`src/dwc_pkg.sv`:
```
`default_nettype none

package dwc_pkg;

    localparam int CP_W              = 21;
    localparam int TOTAL_W           = 16;
    localparam int DEFAULT_COUNT_BITS = 16;
    localparam int FIFO_DEPTH        = 4;
    localparam int FIFO_PTR_W        = $clog2(FIFO_DEPTH);
    localparam int FIFO_CNT_W        = $clog2(FIFO_DEPTH + 1);

    localparam logic [CP_W-1:0] CP_REPLACEMENT = 21'h00FFFD;
    localparam logic [CP_W-1:0] CP_VIRAMA      = 21'h0009CD;
    localparam logic [CP_W-1:0] CP_STACKER     = 21'h001039;

    // One queue entry: up to two code points produced by one byte, plus end of string
    typedef struct packed {
        logic            last;
        logic            cp0_valid;
        logic [CP_W-1:0] cp0;
        logic            cp1_valid;
        logic [CP_W-1:0] cp1;
    } dwc_item_t;

    function automatic logic in_rng(input logic [CP_W-1:0] c,
                                    input logic [CP_W-1:0] lo,
                                    input logic [CP_W-1:0] hi);
        return (c >= lo) && (c <= hi);
    endfunction

    function automatic logic [1:0] cp_width(input logic [CP_W-1:0] c);
        logic zero_w;
        logic wide_w;
        zero_w = (c == 21'h0) || (c == 21'h200B) || (c == 21'h200C) || (c == 21'h200D)
              || (c == 21'hFEFF) || (c < 21'h20) || in_rng(c, 21'h7F, 21'h9F)
              || in_rng(c, 21'h0300, 21'h036F) || (c == 21'h0901) || (c == 21'h0902)
              || (c == 21'h093C) || in_rng(c, 21'h0941, 21'h0948) || (c == 21'h094D)
              || (c == 21'h0981) || (c == 21'h09BC) || in_rng(c, 21'h09C1, 21'h09C4)
              || (c == 21'h09CD) || in_rng(c, 21'h09E2, 21'h09E3) || (c == 21'h0E31)
              || in_rng(c, 21'h0E34, 21'h0E3A) || in_rng(c, 21'h0E47, 21'h0E4E)
              || in_rng(c, 21'h102D, 21'h1030) || in_rng(c, 21'h1032, 21'h1037)
              || in_rng(c, 21'h1039, 21'h103A) || in_rng(c, 21'h103D, 21'h103E)
              || in_rng(c, 21'h1DC0, 21'h1DFF) || in_rng(c, 21'h20D0, 21'h20FF)
              || in_rng(c, 21'hFE20, 21'hFE2F);
        wide_w = in_rng(c, 21'h1100, 21'h115F) || (c == 21'h2329) || (c == 21'h232A)
              || in_rng(c, 21'h2E80, 21'h303E) || in_rng(c, 21'h3040, 21'h33FF)
              || in_rng(c, 21'h3400, 21'h4DBF) || in_rng(c, 21'h4E00, 21'h9FFF)
              || in_rng(c, 21'hA000, 21'hA4CF) || in_rng(c, 21'hA960, 21'hA97F)
              || in_rng(c, 21'hAC00, 21'hD7AF) || in_rng(c, 21'hF900, 21'hFAFF)
              || in_rng(c, 21'hFE10, 21'hFE19) || in_rng(c, 21'hFE30, 21'hFE4F)
              || in_rng(c, 21'hFF00, 21'hFF60) || in_rng(c, 21'hFFE0, 21'hFFE6)
              || in_rng(c, 21'h1B000, 21'h1B0FF) || in_rng(c, 21'h1F300, 21'h1F9FF)
              || in_rng(c, 21'h20000, 21'h2FFFD) || in_rng(c, 21'h30000, 21'h3FFFD);
        if (zero_w)
            return 2'd0;
        else if (wide_w)
            return 2'd2;
        else
            return 2'd1;
    endfunction

endpackage

`default_nettype wire

```
`src/display_width_counter_top.sv`:
```
`default_nettype none

// Channel  | Handshake                 | Payload
// ---------+---------------------------+----------------------------------
// byte     | byte_valid / byte_ready   | byte_value[7:0], last_byte
// total    | total_valid / total_ready | total_columns[15:0], width_saturated
//
// One byte per cycle, while byte_ready is high, enters the UTF-8/escape parser;
// a four-entry queue feeds the width unit, which settles up to two code points
// per entry; total_valid is registered when the last entry is popped.
// rst_n clears parser state, queue and running count; no clearing pass.
// byte_ready drops only while the queue is full; the queue fills when totals
// are held back by total_ready.

module display_width_counter_top #(
    parameter int COUNT_BITS = dwc_pkg::DEFAULT_COUNT_BITS
) (
    input  wire logic                      clk,
    input  wire logic                      rst_n,
    input  wire logic                      byte_valid,
    output logic                           byte_ready,
    input  wire logic [7:0]                byte_value,
    input  wire logic                      last_byte,
    output logic                           total_valid,
    input  wire logic                      total_ready,
    output logic [dwc_pkg::TOTAL_W-1:0]    total_columns,
    output logic                           width_saturated
);
    import dwc_pkg::*;

    dwc_item_t push_item;
    dwc_item_t head_item;
    logic      q_push, q_full, q_pop, q_empty;

    dwc_front u_front (
        .clk        (clk),
        .rst_n      (rst_n),
        .byte_valid (byte_valid),
        .byte_ready (byte_ready),
        .byte_value (byte_value),
        .last_byte  (last_byte),
        .q_full     (q_full),
        .q_push     (q_push),
        .q_item     (push_item)
    );

    dwc_fifo u_fifo (
        .clk       (clk),
        .rst_n     (rst_n),
        .push      (q_push),
        .push_item (push_item),
        .full      (q_full),
        .pop       (q_pop),
        .head_item (head_item),
        .empty     (q_empty)
    );

    dwc_back #(
        .COUNT_BITS (COUNT_BITS)
    ) u_back (
        .clk             (clk),
        .rst_n           (rst_n),
        .q_empty         (q_empty),
        .q_head          (head_item),
        .q_pop           (q_pop),
        .total_valid     (total_valid),
        .total_ready     (total_ready),
        .total_columns   (total_columns),
        .width_saturated (width_saturated)
    );

endmodule

`default_nettype wire

```
`src/dwc_front.sv`:
```
`default_nettype none

module dwc_front (
    input  wire logic             clk,
    input  wire logic             rst_n,
    input  wire logic             byte_valid,
    output logic                  byte_ready,
    input  wire logic [7:0]       byte_value,
    input  wire logic             last_byte,
    input  wire logic             q_full,
    output logic                  q_push,
    output dwc_pkg::dwc_item_t    q_item
);
    import dwc_pkg::*;

    typedef enum logic [5:0] {
        MODE_START    = 6'b000001,
        MODE_ESC      = 6'b000010,
        MODE_CSI      = 6'b000100,
        MODE_MULTI    = 6'b001000,
        MODE_SKIPCONT = 6'b010000,
        MODE_ENDED    = 6'b100000
    } mode_t;

    typedef struct packed {
        mode_t           mode;
        logic [1:0]      need;
        logic [CP_W-1:0] acc;
        logic            ev_valid;
        logic [CP_W-1:0] ev_cp;
    } start_t;

    localparam logic [7:0] BYTE_NUL = 8'h00;
    localparam logic [7:0] BYTE_ESC = 8'h1B;
    localparam logic [7:0] BYTE_LBR = 8'h5B;
    localparam logic [7:0] BYTE_M   = 8'h6D;

    mode_t           mode_reg, mode_next;
    logic [1:0]      need_reg, need_next;
    logic [CP_W-1:0] acc_reg, acc_next;

    function automatic start_t char_start(input logic [7:0] b,
                                          input logic [1:0] need,
                                          input logic [CP_W-1:0] acc);
        start_t r;
        r.mode     = MODE_START;
        r.need     = need;
        r.acc      = acc;
        r.ev_valid = 1'b0;
        r.ev_cp    = CP_REPLACEMENT;
        if (b == BYTE_NUL) begin
            r.mode = MODE_ENDED;
        end else if (b == BYTE_ESC) begin
            r.mode = MODE_ESC;
        end else if (!b[7]) begin
            r.ev_valid = 1'b1;
            r.ev_cp    = {13'd0, b};
        end else if (b[7:5] == 3'b110) begin
            r.acc  = {16'd0, b[4:0]};
            r.need = 2'd1;
            r.mode = MODE_MULTI;
        end else if (b[7:4] == 4'b1110) begin
            r.acc  = {17'd0, b[3:0]};
            r.need = 2'd2;
            r.mode = MODE_MULTI;
        end else if (b[7:3] == 5'b11110) begin
            r.acc  = {18'd0, b[2:0]};
            r.need = 2'd3;
            r.mode = MODE_MULTI;
        end else begin
            // stray continuation or bad lead
            r.ev_valid = 1'b1;
            r.mode     = MODE_SKIPCONT;
        end
        return r;
    endfunction

    start_t          cs;
    logic            cont;
    logic            broken;
    logic            ev_valid;
    logic [CP_W-1:0] ev_cp;
    logic            trunc;
    logic [CP_W-1:0] acc_sh;
    logic            accept;

    always_comb
    begin
        cont      = (byte_value[7:6] == 2'b10);
        cs        = char_start(byte_value, need_reg, acc_reg);
        acc_sh    = {acc_reg[CP_W-7:0], byte_value[5:0]};
        mode_next = mode_reg;
        need_next = need_reg;
        acc_next  = acc_reg;
        broken    = 1'b0;
        ev_valid  = 1'b0;
        ev_cp     = CP_REPLACEMENT;
        unique case (mode_reg)
            MODE_CSI:
            begin
                if (byte_value == BYTE_NUL)
                    mode_next = MODE_ENDED;
                else if (byte_value == BYTE_M)
                    mode_next = MODE_START;
            end
            MODE_ESC:
            begin
                if (byte_value == BYTE_LBR) begin
                    mode_next = MODE_CSI;
                end else begin
                    mode_next = cs.mode;
                    need_next = cs.need;
                    acc_next  = cs.acc;
                    ev_valid  = cs.ev_valid;
                    ev_cp     = cs.ev_cp;
                end
            end
            MODE_MULTI:
            begin
                if (cont) begin
                    acc_next  = acc_sh;
                    need_next = need_reg - 2'd1;
                    if (need_reg == 2'd1) begin
                        if (acc_sh == '0) begin
                            mode_next = MODE_ENDED;
                        end else begin
                            mode_next = MODE_START;
                            ev_valid  = 1'b1;
                            ev_cp     = acc_sh;
                        end
                    end
                end else begin
                    // broken sequence: one replacement, then the byte starts afresh
                    broken    = 1'b1;
                    mode_next = cs.mode;
                    need_next = cs.need;
                    acc_next  = cs.acc;
                    ev_valid  = cs.ev_valid;
                    ev_cp     = cs.ev_cp;
                end
            end
            MODE_SKIPCONT, MODE_START:
            begin
                if (!(cont && mode_reg == MODE_SKIPCONT)) begin
                    mode_next = cs.mode;
                    need_next = cs.need;
                    acc_next  = cs.acc;
                    ev_valid  = cs.ev_valid;
                    ev_cp     = cs.ev_cp;
                end
            end
            MODE_ENDED:
            begin
                mode_next = mode_reg;
            end
            default:
            begin
                mode_next = MODE_START;
            end
        endcase

        trunc = last_byte && (mode_next == MODE_MULTI);

        q_item.last = last_byte;
        if (broken) begin
            q_item.cp0_valid = 1'b1;
            q_item.cp0       = CP_REPLACEMENT;
            q_item.cp1_valid = ev_valid || trunc;
            q_item.cp1       = ev_valid ? ev_cp : CP_REPLACEMENT;
        end else begin
            q_item.cp0_valid = ev_valid || trunc;
            q_item.cp0       = ev_valid ? ev_cp : CP_REPLACEMENT;
            q_item.cp1_valid = 1'b0;
            q_item.cp1       = CP_REPLACEMENT;
        end
    end

    assign byte_ready = !q_full;
    assign accept     = byte_valid && byte_ready;
    assign q_push     = accept && (q_item.cp0_valid || last_byte);

    always_ff @(posedge clk or negedge rst_n)
    begin
        if (!rst_n) begin
            mode_reg <= MODE_START;
            need_reg <= 2'd0;
            acc_reg  <= '0;
        end else if (accept) begin
            if (last_byte) begin
                mode_reg <= MODE_START;
                need_reg <= 2'd0;
                acc_reg  <= '0;
            end else begin
                mode_reg <= mode_next;
                need_reg <= need_next;
                acc_reg  <= acc_next;
            end
        end
    end

endmodule

`default_nettype wire

```
`src/dwc_fifo.sv`:
```
`default_nettype none

module dwc_fifo (
    input  wire logic                clk,
    input  wire logic                rst_n,
    input  wire logic                push,
    input  wire dwc_pkg::dwc_item_t  push_item,
    output logic                     full,
    input  wire logic                pop,
    output dwc_pkg::dwc_item_t       head_item,
    output logic                     empty
);
    import dwc_pkg::*;

    dwc_item_t             mem_reg [FIFO_DEPTH];
    logic [FIFO_PTR_W-1:0] wr_ptr_reg, rd_ptr_reg;
    logic [FIFO_CNT_W-1:0] count_reg;
    logic                  do_push, do_pop;

    assign full      = (count_reg == FIFO_CNT_W'(FIFO_DEPTH));
    assign empty     = (count_reg == '0);
    assign head_item = mem_reg[rd_ptr_reg];
    assign do_push   = push && !full;
    assign do_pop    = pop && !empty;

    always_ff @(posedge clk)
    begin
        if (do_push)
            mem_reg[wr_ptr_reg] <= push_item;
    end

    always_ff @(posedge clk or negedge rst_n)
    begin
        if (!rst_n) begin
            wr_ptr_reg <= '0;
            rd_ptr_reg <= '0;
            count_reg  <= '0;
        end else begin
            if (do_push)
                wr_ptr_reg <= wr_ptr_reg + FIFO_PTR_W'(1);
            if (do_pop)
                rd_ptr_reg <= rd_ptr_reg + FIFO_PTR_W'(1);
            if (do_push && !do_pop)
                count_reg <= count_reg + FIFO_CNT_W'(1);
            else if (do_pop && !do_push)
                count_reg <= count_reg - FIFO_CNT_W'(1);
        end
    end

endmodule

`default_nettype wire

```
`src/dwc_back.sv`:
```
`default_nettype none

module dwc_back #(
    parameter int COUNT_BITS = dwc_pkg::DEFAULT_COUNT_BITS
) (
    input  wire logic                         clk,
    input  wire logic                         rst_n,
    input  wire logic                         q_empty,
    input  wire dwc_pkg::dwc_item_t           q_head,
    output logic                              q_pop,
    output logic                              total_valid,
    input  wire logic                         total_ready,
    output logic [dwc_pkg::TOTAL_W-1:0]       total_columns,
    output logic                              width_saturated
);
    import dwc_pkg::*;

    localparam logic [COUNT_BITS:0] COUNT_MAX = {1'b0, {COUNT_BITS{1'b1}}};

    logic [COUNT_BITS-1:0] total_reg, total_next;
    logic                  sat_reg, sat_next;
    logic                  stk_reg, stk_next;
    logic                  out_valid_reg;
    logic [TOTAL_W-1:0]    out_total_reg;
    logic                  out_sat_reg;

    logic [1:0]            w0, w1, w0_eff, w1_eff;
    logic                  stk_mid;
    logic [COUNT_BITS:0]   sum;
    logic [TOTAL_W-1:0]    total_trim;

    assign q_pop = !q_empty && (!q_head.last || !out_valid_reg || total_ready);

    always_comb
    begin
        w0      = cp_width(q_head.cp0);
        w1      = cp_width(q_head.cp1);
        stk_mid = stk_reg;
        w0_eff  = 2'd0;
        w1_eff  = 2'd0;
        // a width-1 character after a virama or stacker collapses to zero
        if (q_head.cp0_valid) begin
            w0_eff = w0;
            if (stk_reg && w0 == 2'd1) begin
                w0_eff  = 2'd0;
                stk_mid = 1'b0;
            end else if (q_head.cp0 == CP_VIRAMA || q_head.cp0 == CP_STACKER) begin
                stk_mid = 1'b1;
            end
        end
        stk_next = stk_mid;
        if (q_head.cp1_valid) begin
            w1_eff = w1;
            if (stk_mid && w1 == 2'd1) begin
                w1_eff   = 2'd0;
                stk_next = 1'b0;
            end else if (q_head.cp1 == CP_VIRAMA || q_head.cp1 == CP_STACKER) begin
                stk_next = 1'b1;
            end
        end

        sum        = {1'b0, total_reg} + (COUNT_BITS+1)'(w0_eff) + (COUNT_BITS+1)'(w1_eff);
        total_next = total_reg;
        sat_next   = sat_reg;
        // reaching the maximum, even by a zero-width add, flags saturation
        if (q_head.cp0_valid) begin
            if (sum >= COUNT_MAX) begin
                total_next = COUNT_MAX[COUNT_BITS-1:0];
                sat_next   = 1'b1;
            end else begin
                total_next = sum[COUNT_BITS-1:0];
            end
        end

        total_trim = TOTAL_W'(total_next);
    end

    always_ff @(posedge clk or negedge rst_n)
    begin
        if (!rst_n) begin
            total_reg     <= '0;
            sat_reg       <= 1'b0;
            stk_reg       <= 1'b0;
            out_valid_reg <= 1'b0;
        end else begin
            if (q_pop) begin
                if (q_head.last) begin
                    total_reg <= '0;
                    sat_reg   <= 1'b0;
                    stk_reg   <= 1'b0;
                end else begin
                    total_reg <= total_next;
                    sat_reg   <= sat_next;
                    stk_reg   <= stk_next;
                end
            end
            if (q_pop && q_head.last)
                out_valid_reg <= 1'b1;
            else if (total_ready)
                out_valid_reg <= 1'b0;
        end
    end

    always_ff @(posedge clk)
    begin
        if (q_pop && q_head.last) begin
            out_total_reg <= total_trim;
            out_sat_reg   <= sat_next;
        end
    end

    assign total_valid     = out_valid_reg;
    assign total_columns   = out_total_reg;
    assign width_saturated = out_sat_reg;

endmodule

`default_nettype wire

```
`config.mk`:
```
export PLATFORM = sky130hd
export DESIGN_NAME = display_width_counter_top
export DESIGN_NICKNAME = d
export VERILOG_FILES = /design/src/dwc_pkg.sv /design/src/display_width_counter_top.sv /design/src/dwc_front.sv /design/src/dwc_fifo.sv /design/src/dwc_back.sv
export SDC_FILE = /design/constraint.sdc
export NUM_CORES = 1
export LEC_CHECK = 0
export BUFFER_PORTS_ARGS = -buffer_cell sky130_fd_sc_hd__buf_2
export CELL_PAD_IN_SITES_DETAIL_PLACEMENT = 1
export CELL_PAD_IN_SITES_GLOBAL_PLACEMENT = 1
export CORE_AREA = 2 2 154 307
export DETAILED_ROUTE_END_ITERATION = 7
export DIE_AREA = 0 0 156 309
export PLACE_DENSITY = 0.49
export RECOVER_POWER = 100
export SLEW_MARGIN = 20
export SYNTH_ARGS = -nofsm -noshare
export SYNTH_HDL_FRONTEND = slang
export SYNTH_SLANG_ARGS = --single-unit
```
`constraint.sdc`:
```
create_clock -name clk -period 17 [get_ports clk]
set_input_delay 1.7 -clock clk [delete_from_list [all_inputs] [get_ports clk]]
set_output_delay 1.7 -clock clk [all_outputs]
set_load 0.01 [all_outputs]
```
==> impl_metrics.json, run 1 <==
{
  "status": "finished, violations left",
  "failed_checks": "capacitance limit, slew limit",
  "setup_viol": 0,
  "startpoint_type": "flop",
  "rsz0062_at_grt": "no",
  "drc_errors": 0,
  "fin_crit_sh_pct": 62.0,
  "maxCapViolCount": 7,
  "finalPower_mw": 2.57,
  "grt_max_degree": 50,
  "period_needed_ps": 10530,
  "drt_wl_total_mm": 47.5,
  "cts_setup_buffers": 0,
  "ir_worst_vdd_uv": 59.5,
  "dp_cells": 1788,
  "dp_hpwl_mm": 35.4,
  "place_congestion": 0.908,
  "relSlewSlack_pct": -123,
  "slew_violations": 295,
  "h-tree-depth": 1,
  "fin_util_pct": 33.0,
  "numCtsBuffers": 24,
  "synth_top_area_cell": "edfxtp_1",
  "cp_max_fo": 49,
  "synthTopCellsByArea": "edfxtp_1, dfrtp_1, mux4_2",
  "fin_nets": 1274,
  "post_dp_cell_area_um2": 14400,
  "cts.path.max_buffers": 3,
  "yosysWarnings": 0,
  "async_flop_share_pct": 19.9,
  "initial_core_util_pct": 29.9,
  "vias_per_cell": 5.77,
  "die_w_um": 156,
  "synth_cells": 1235,
  "holdWs_ps": 506,
  "synth_area_um2": 13700,
  "cts-resized-gates": 0,
  "io_pins": 32,
  "detail-route-antenna-nets": 0,
  "ys_ff_latch": 246,
  "hold_viol": 0,
  "cp.arrival_ps": 10950,
  "vias": 10600,
  "highest_layer": "met4",
  "crit_type": "reg2reg",
  "wl_per_cell_um": 25.9,
  "setup-tns-final_ps": 0,
  "ys_seq_area_share_pct": 52.3,
  "yosysTopAreaCellShare_pct": 43.3,
  "largest_reg_flops": 180,
  "clkTransAtPathRegs_ps": 70,
  "grt_pass1_wl_mm": 71.5,
  "setup_ws_ps": 6470,
  "fmax_ghz": 0.0949,
  "cp_data_required_time_ps": 17410,
  "grt_util_all_layers_pct": 19.7,
  "min_path_type": "reg2reg",
  "hold_buffers": 0,
  "path_buf_inv": 3,
  "die_height_um": 309,
  "met3_length_mm": 1.01,
  "diodes": 0,
  "antenna_found_initial": 0,
  "synth.distinct_cells": 85,
  "layout-drive-gt1-share_pct": 10.9,
  "wl_met2_mm": 26.7,
  "grt_overflow_total": 0,
  "fin_skew_ps": 12.5,
  "path_delay_family": "compound AO/OA/AOI/OAI gates",
  "power.leakage_nw": 4.79,
  "synth_edf_count": 197,
  "cts-root-buf": "clkbuf_16",
  "synth_flop_cell": "edfxtp_1",
  "fp.dieArea_um2": 48200,
  "endpoint_kind": "flop",
  "preCtsSetupSlack_ps": 8320,
  "design_area_um2": 15100,
  "cp_slowest_cell": "dfrtp_1",
  "clk_latency_ps": 530,
  "cts.sinks": 246,
  "core_region_area_um2": 45700,
  "final_cells": 1832,
  "syn_avg_cell_area_um2": 11.1,
  "grt_pass1_vias": 11300,
  "met1_length_mm": 16.7,
  "cts_tree": "built",
  "drtPass1Iterations": 5,
  "num_rows": 111,
  "reg2reg_slack_ps": 6470,
  "power.density_nw_per_um2": 170,
  "tightestPinTransition_ps": 3340,
  "drt_iter0_drc": 588,
  "area_delta_synth_final_pct": 10.4,
  "crit_chain": "mux4_2 -> nor3_1 -> nand3_1 -> o21ai_0 -> o21ai_0 -> a2111oi_0 -> nand4_1 -> o41ai_1 -> nand2_1 -> fa_1 -> inv_1 -> ha_1 -> inv_1 -> fa_1 -> nand4b_1 -> nor2_1 -> o21ai_0 -> a32oi_1 -> o31a_1 -> nand2_1 -> inv_1 -> a31oi_1 -> a22o_1",
  "slowest_delay_ps": 2270,
  "portBuffers": 31
}
==> cell families after synthesis <==
family          share of synthesized area, %
simple gates                            20.2
compound gates                          14.7
flops                                   52.3
buf+inv                                 3.63
mux                                     7.27
fa+ha+maj                               1.32
xor+xnor                               0.641
other cells                           0.0274
==> routing by layer <==
layer,GRT usage [%],up-vias
met5,0,-
met4,11.1,0
met3,1.61,139
met2,38.8,263
met1,19.8,5361
li1,-,4807
==> where the power goes <==
part	switching (mW)	total (mW)	internal, mW	leakage [nW]
sequential	0.0852	0.905	0.820	2.28
clock	0.234	0.534	0.301	0.382
combinational	0.797	1.13	0.334	2.12
==> Yosys cell counts, drive strengths merged, types with 5 or more instances <==
cell / count
ha: 8
nor4b: 7
or2: 21
nand3: 43
nor2b: 18
a41oi: 5
nand4: 25
a21oi: 57
nor3: 45
inv: 38
a22o: 31
or3: 12
nand2b: 21
nor2: 92
dfrtp: 48
and3: 14
clkbuf: 56
a31oi: 25
nor4: 31
o21ai: 57
o22ai: 7
o31a: 6
nand4b: 8
mux4: 39
nand2: 122
o21a: 6
a211oi: 8
nor3b: 13
mux2i: 7
or4: 10
a2111oi: 10
o211ai: 10
xor2: 6
o2111ai: 10
and4: 6
o22a: 5
edfxtp: 197
buf: 21
and2: 15
==> placed cells by master (no fill, tap or decap), types with 25 or more instances in the layout <==
cell       count
mux4_2        39
inv_1         38
nor2_1        92
nand2_1      121
a22o_1        31
clkbuf_16     25
clkbuf_1      32
a31oi_1       25
nor3_1        43
nor4_1        29
o21ai_0       55
nand3_1       43
a21oi_1       57
dfrtp_1       47
edfxtp_1     197
==> tightest hold or removal path, delay by kind of cell, from the launching register on <==
family,cells,cell delay [ps]
DFF,1,340
and+or+nand+nor,2,130
==> path summary, 6_finish.rpt <==
path	startpoint	endpoint	cells past startpoint
setup reg to reg	u_fifo.rd_ptr_reg[0]	u_back.total_reg[7]	23
min in group asynchronous	rst_n	u_back.total_reg[0]	2
hold / removal	u_back.sat_reg	u_back.sat_reg	2
setup / recovery	u_fifo.rd_ptr_reg[0]	u_back.total_reg[7]	23
hold reg to reg	u_back.sat_reg	u_back.sat_reg	2
max in group asynchronous	rst_n	u_fifo.rd_ptr_reg[1]	2
==> area by class of cell <==
class                      instances  area (µm²)
clock buffer                      27         633
clock inverter                    17         151
fill                            4990       30600
inverter                          38         143
multi-input combinational        893        6100
sequential                       246        7140
tap                              565         707
timing repair buffer              46         210
(Power assumes the default switching activity.)
==> inputs of run 2 (changes only) <==
ABC_AREA = 1   (was not set)
CORE_AREA = 2 2 166 331   (was 2 2 154 307)
DIE_AREA = 0 0 168 333   (was 0 0 156 309)
PLACE_DENSITY = 0.55   (was 0.49)
clock period = 9.13 ns   (was 17 ns; I/O delays follow)
==> run 2 against run 1 <==
Against the previous run: the run still ends with capacitance limit, slew limit left; via count rose by 39%; non-clock buffer count increased by 3; area after synthesis is 16% higher; core utilization is 0.40 points lower; maximum frequency rose by 33%; flip-flop and latch count is the same; worst setup slack lost 5300 ps; clock-buffer cell count fell by 1.
==> impl_metrics.json, run 2 <==
{
  "status": "finished, violations left",
  "failed_checks": "capacitance limit, slew limit",
  "place_congestion": 0.971,
  "crit_path_frequent_cell": "nand2_1",
  "async_flop_share_pct": 19.9,
  "largest_reg_flops": 180,
  "setup_viol": 0,
  "detail-route-antenna-nets": 0,
  "final_common_cell": "nand2_1",
  "grt_pass1_wl_mm": 95.4,
  "synth_top_area_cell": "edfxtp_1",
  "die_height_um": 333,
  "clkTransAtPathRegs_ps": 70,
  "tightestPinTransition_ps": 3230,
  "rsz0062_at_grt": "no",
  "portBuffers": 31,
  "vias": 14700,
  "ys_top_cells_by_count": "nand2_1, nor2_1, inv_1",
  "multi_input_area_um2": 7540,
  "r2r-end": "u_back.total_columns[8]",
  "yosysTopAreaCellShare_pct": 37.3,
  "yosysWarnings": 0,
  "ys_seq_area_share_pct": 45.0,
  "synth_edf_count": 197,
  "relSlewSlack_pct": -115,
  "endpoint_kind": "flop",
  "num_rows": 120,
  "area.sequential_um2": 7150,
  "hold_buffers": 0,
  "synth_cells": 2125,
  "vias_per_cell": 5.17,
  "grt_pass1_vias": 15700,
  "cts.path.max_buffers": 3,
  "reg2reg_slack_ps": 1190,
  "grt_max_degree": 95,
  "cp_slowest_cell": "inv_1",
  "synthTopCellsByArea": "edfxtp_1, nand2_1, dfrtp_1",
  "period_needed_ps": 7940,
  "fp.dieArea_um2": 55900,
  "ys_ff_latch": 246,
  "startpoint_type": "flop",
  "crit_type": "reg2reg",
  "h-tree-depth": 1,
  "fin_nets": 2189,
  "dp_cells": 2812,
  "grt_util_all_layers_pct": 22.6,
  "area_delta_synth_final_pct": 9.56,
  "fin_skew_ps": 22.4,
  "finalPower_mw": 6.51,
  "drt_wl_total_mm": 63.2,
  "hold_end": "u_back.stk_reg",
  "synth.distinct_cells": 56,
  "maxCapViolCount": 5,
  "cts-resized-gates": 0,
  "layout-drive-gt1-share_pct": 7.99,
  "slowest_delay_ps": 690,
  "setup-tns-final_ps": 0,
  "cts_setup_buffers": 0,
  "die_w_um": 168,
  "layout_common_cells": "nand2_1, nor2_1, inv_1, nand3_1, edfxtp_1",
  "slew_violations": 234,
  "hold_viol": 0,
  "wl_per_cell_um": 22.2,
  "hold_path_depth": 2,
  "final_cells": 2850,
  "fmax_ghz": 0.126,
  "initial_core_util_pct": 29.8,
  "min_path_type": "reg2reg",
  "core_region_area_um2": 53300,
  "cts_tree": "built",
  "power.density_nw_per_um2": 374,
  "reg2reg_depth": 36,
  "r2r-start": "u_fifo.rd_ptr_reg[1]",
  "drtPass1Iterations": 4,
  "cp_data_required_time_ps": 9360,
  "dp_hpwl_mm": 49.4,
  "antenna_found_initial": 0,
  "nFillCells": 6567,
  "synth_flop_cell": "edfxtp_1",
  "io_pins": 32,
  "numCtsBuffers": 21,
  "power.leakage_nw": 7.03,
  "syn_avg_cell_area_um2": 7.47,
  "synth.most_common_cell": "nand2_1",
  "drc_errors": 0,
  "min_from": "u_back.stk_reg",
  "diodes": 0,
  "drt_iter0_drc": 636,
  "ir_worst_vdd_uv": 273,
  "cts-root-buf": "clkbuf_16",
  "cp.arrival_ps": 8180,
  "grt_overflow_total": 0,
  "synth_area_um2": 15900,
  "fin_crit_sh_pct": 87.0,
  "cts.sinks": 246,
  "clk_latency_ps": 530,
  "cp_max_fo": 23
}
[run 2: how the worst max path moves through the flow]
stage                               startpoint                      end  depth (start not counted)
after floorplan           u_fifo.rd_ptr_reg[0]  u_back.total_columns[0]                         36
after global placement    u_fifo.rd_ptr_reg[1]  u_back.total_columns[8]                         36
after detailed placement  u_fifo.rd_ptr_reg[1]  u_back.total_columns[8]                         36
after CTS                 u_fifo.rd_ptr_reg[1]  u_back.total_columns[8]                         36
after global routing      u_fifo.rd_ptr_reg[1]      u_back.total_reg[8]                         38
final                     u_fifo.rd_ptr_reg[1]  u_back.total_columns[8]                         36
[run 2: logic make-up after synthesis]
logic type | share of synthesized area [%]
and+or+nand+nor | 38.3
buffers and inverters | 8.10
DFF | 45.0
AOI/OAI and AO/OA | 6.61
xor gates and xnor gates | 0.828
adders and majority gates | 1.14
other | 0.0236
[run 2: per-stage QoR]
stage / hold slack [ps] / instance area (µm²) / setup slack (ps) / utilization, %
global placement: 518 / 16700 / 1610 / 31.4
floorplan: 489 / 15900 / 3900 / -
global route: 579 / 17400 / 475 / 32.6
finish: 534 / 17400 / 1190 / 32.6
CTS: 516 / 17500 / 1490 / 32.8
detailed placement: 523 / 16700 / 1460 / 31.4
[run 2: worst max-delay path: cells and delay by family, from the launching register on]
family                     cells  cell delay, ps
xor gates and xnor gates       1             210
AOI/OAI and AO/OA              3             580
DFF                            1             410
and+or+nand+nor               24            4190
buffers and inverters          5            1270
adders and majority gates      3             990
[run 2: where the power goes]
group / switching, mW / internal [mW]
clock network: 0.407 / 0.555
logic: 3.07 / 0.834
registers: 0.0884 / 1.55
total: 3.57 / 2.94
[run 2: area by class of cell]
class	instances	area share (%)
Timing Repair Buffer	49	1.45
Clock buffer	26	3.25
Tap cell	671	4.83
Inverter	233	5.08
Multi-Input combinational cell	1613	43.3
Clock inverter	12	0.943
Sequential cell	246	41.1
[run 2: metal layers]
layer	global-route usage (%)	share of wire (%)	vias up
li1	-	-	7076
met1	22.4	35	7148
met2	44.2	55	326
met3	1.38	2.2	176
met4	15.2	7.4	0
met5	0	0	-
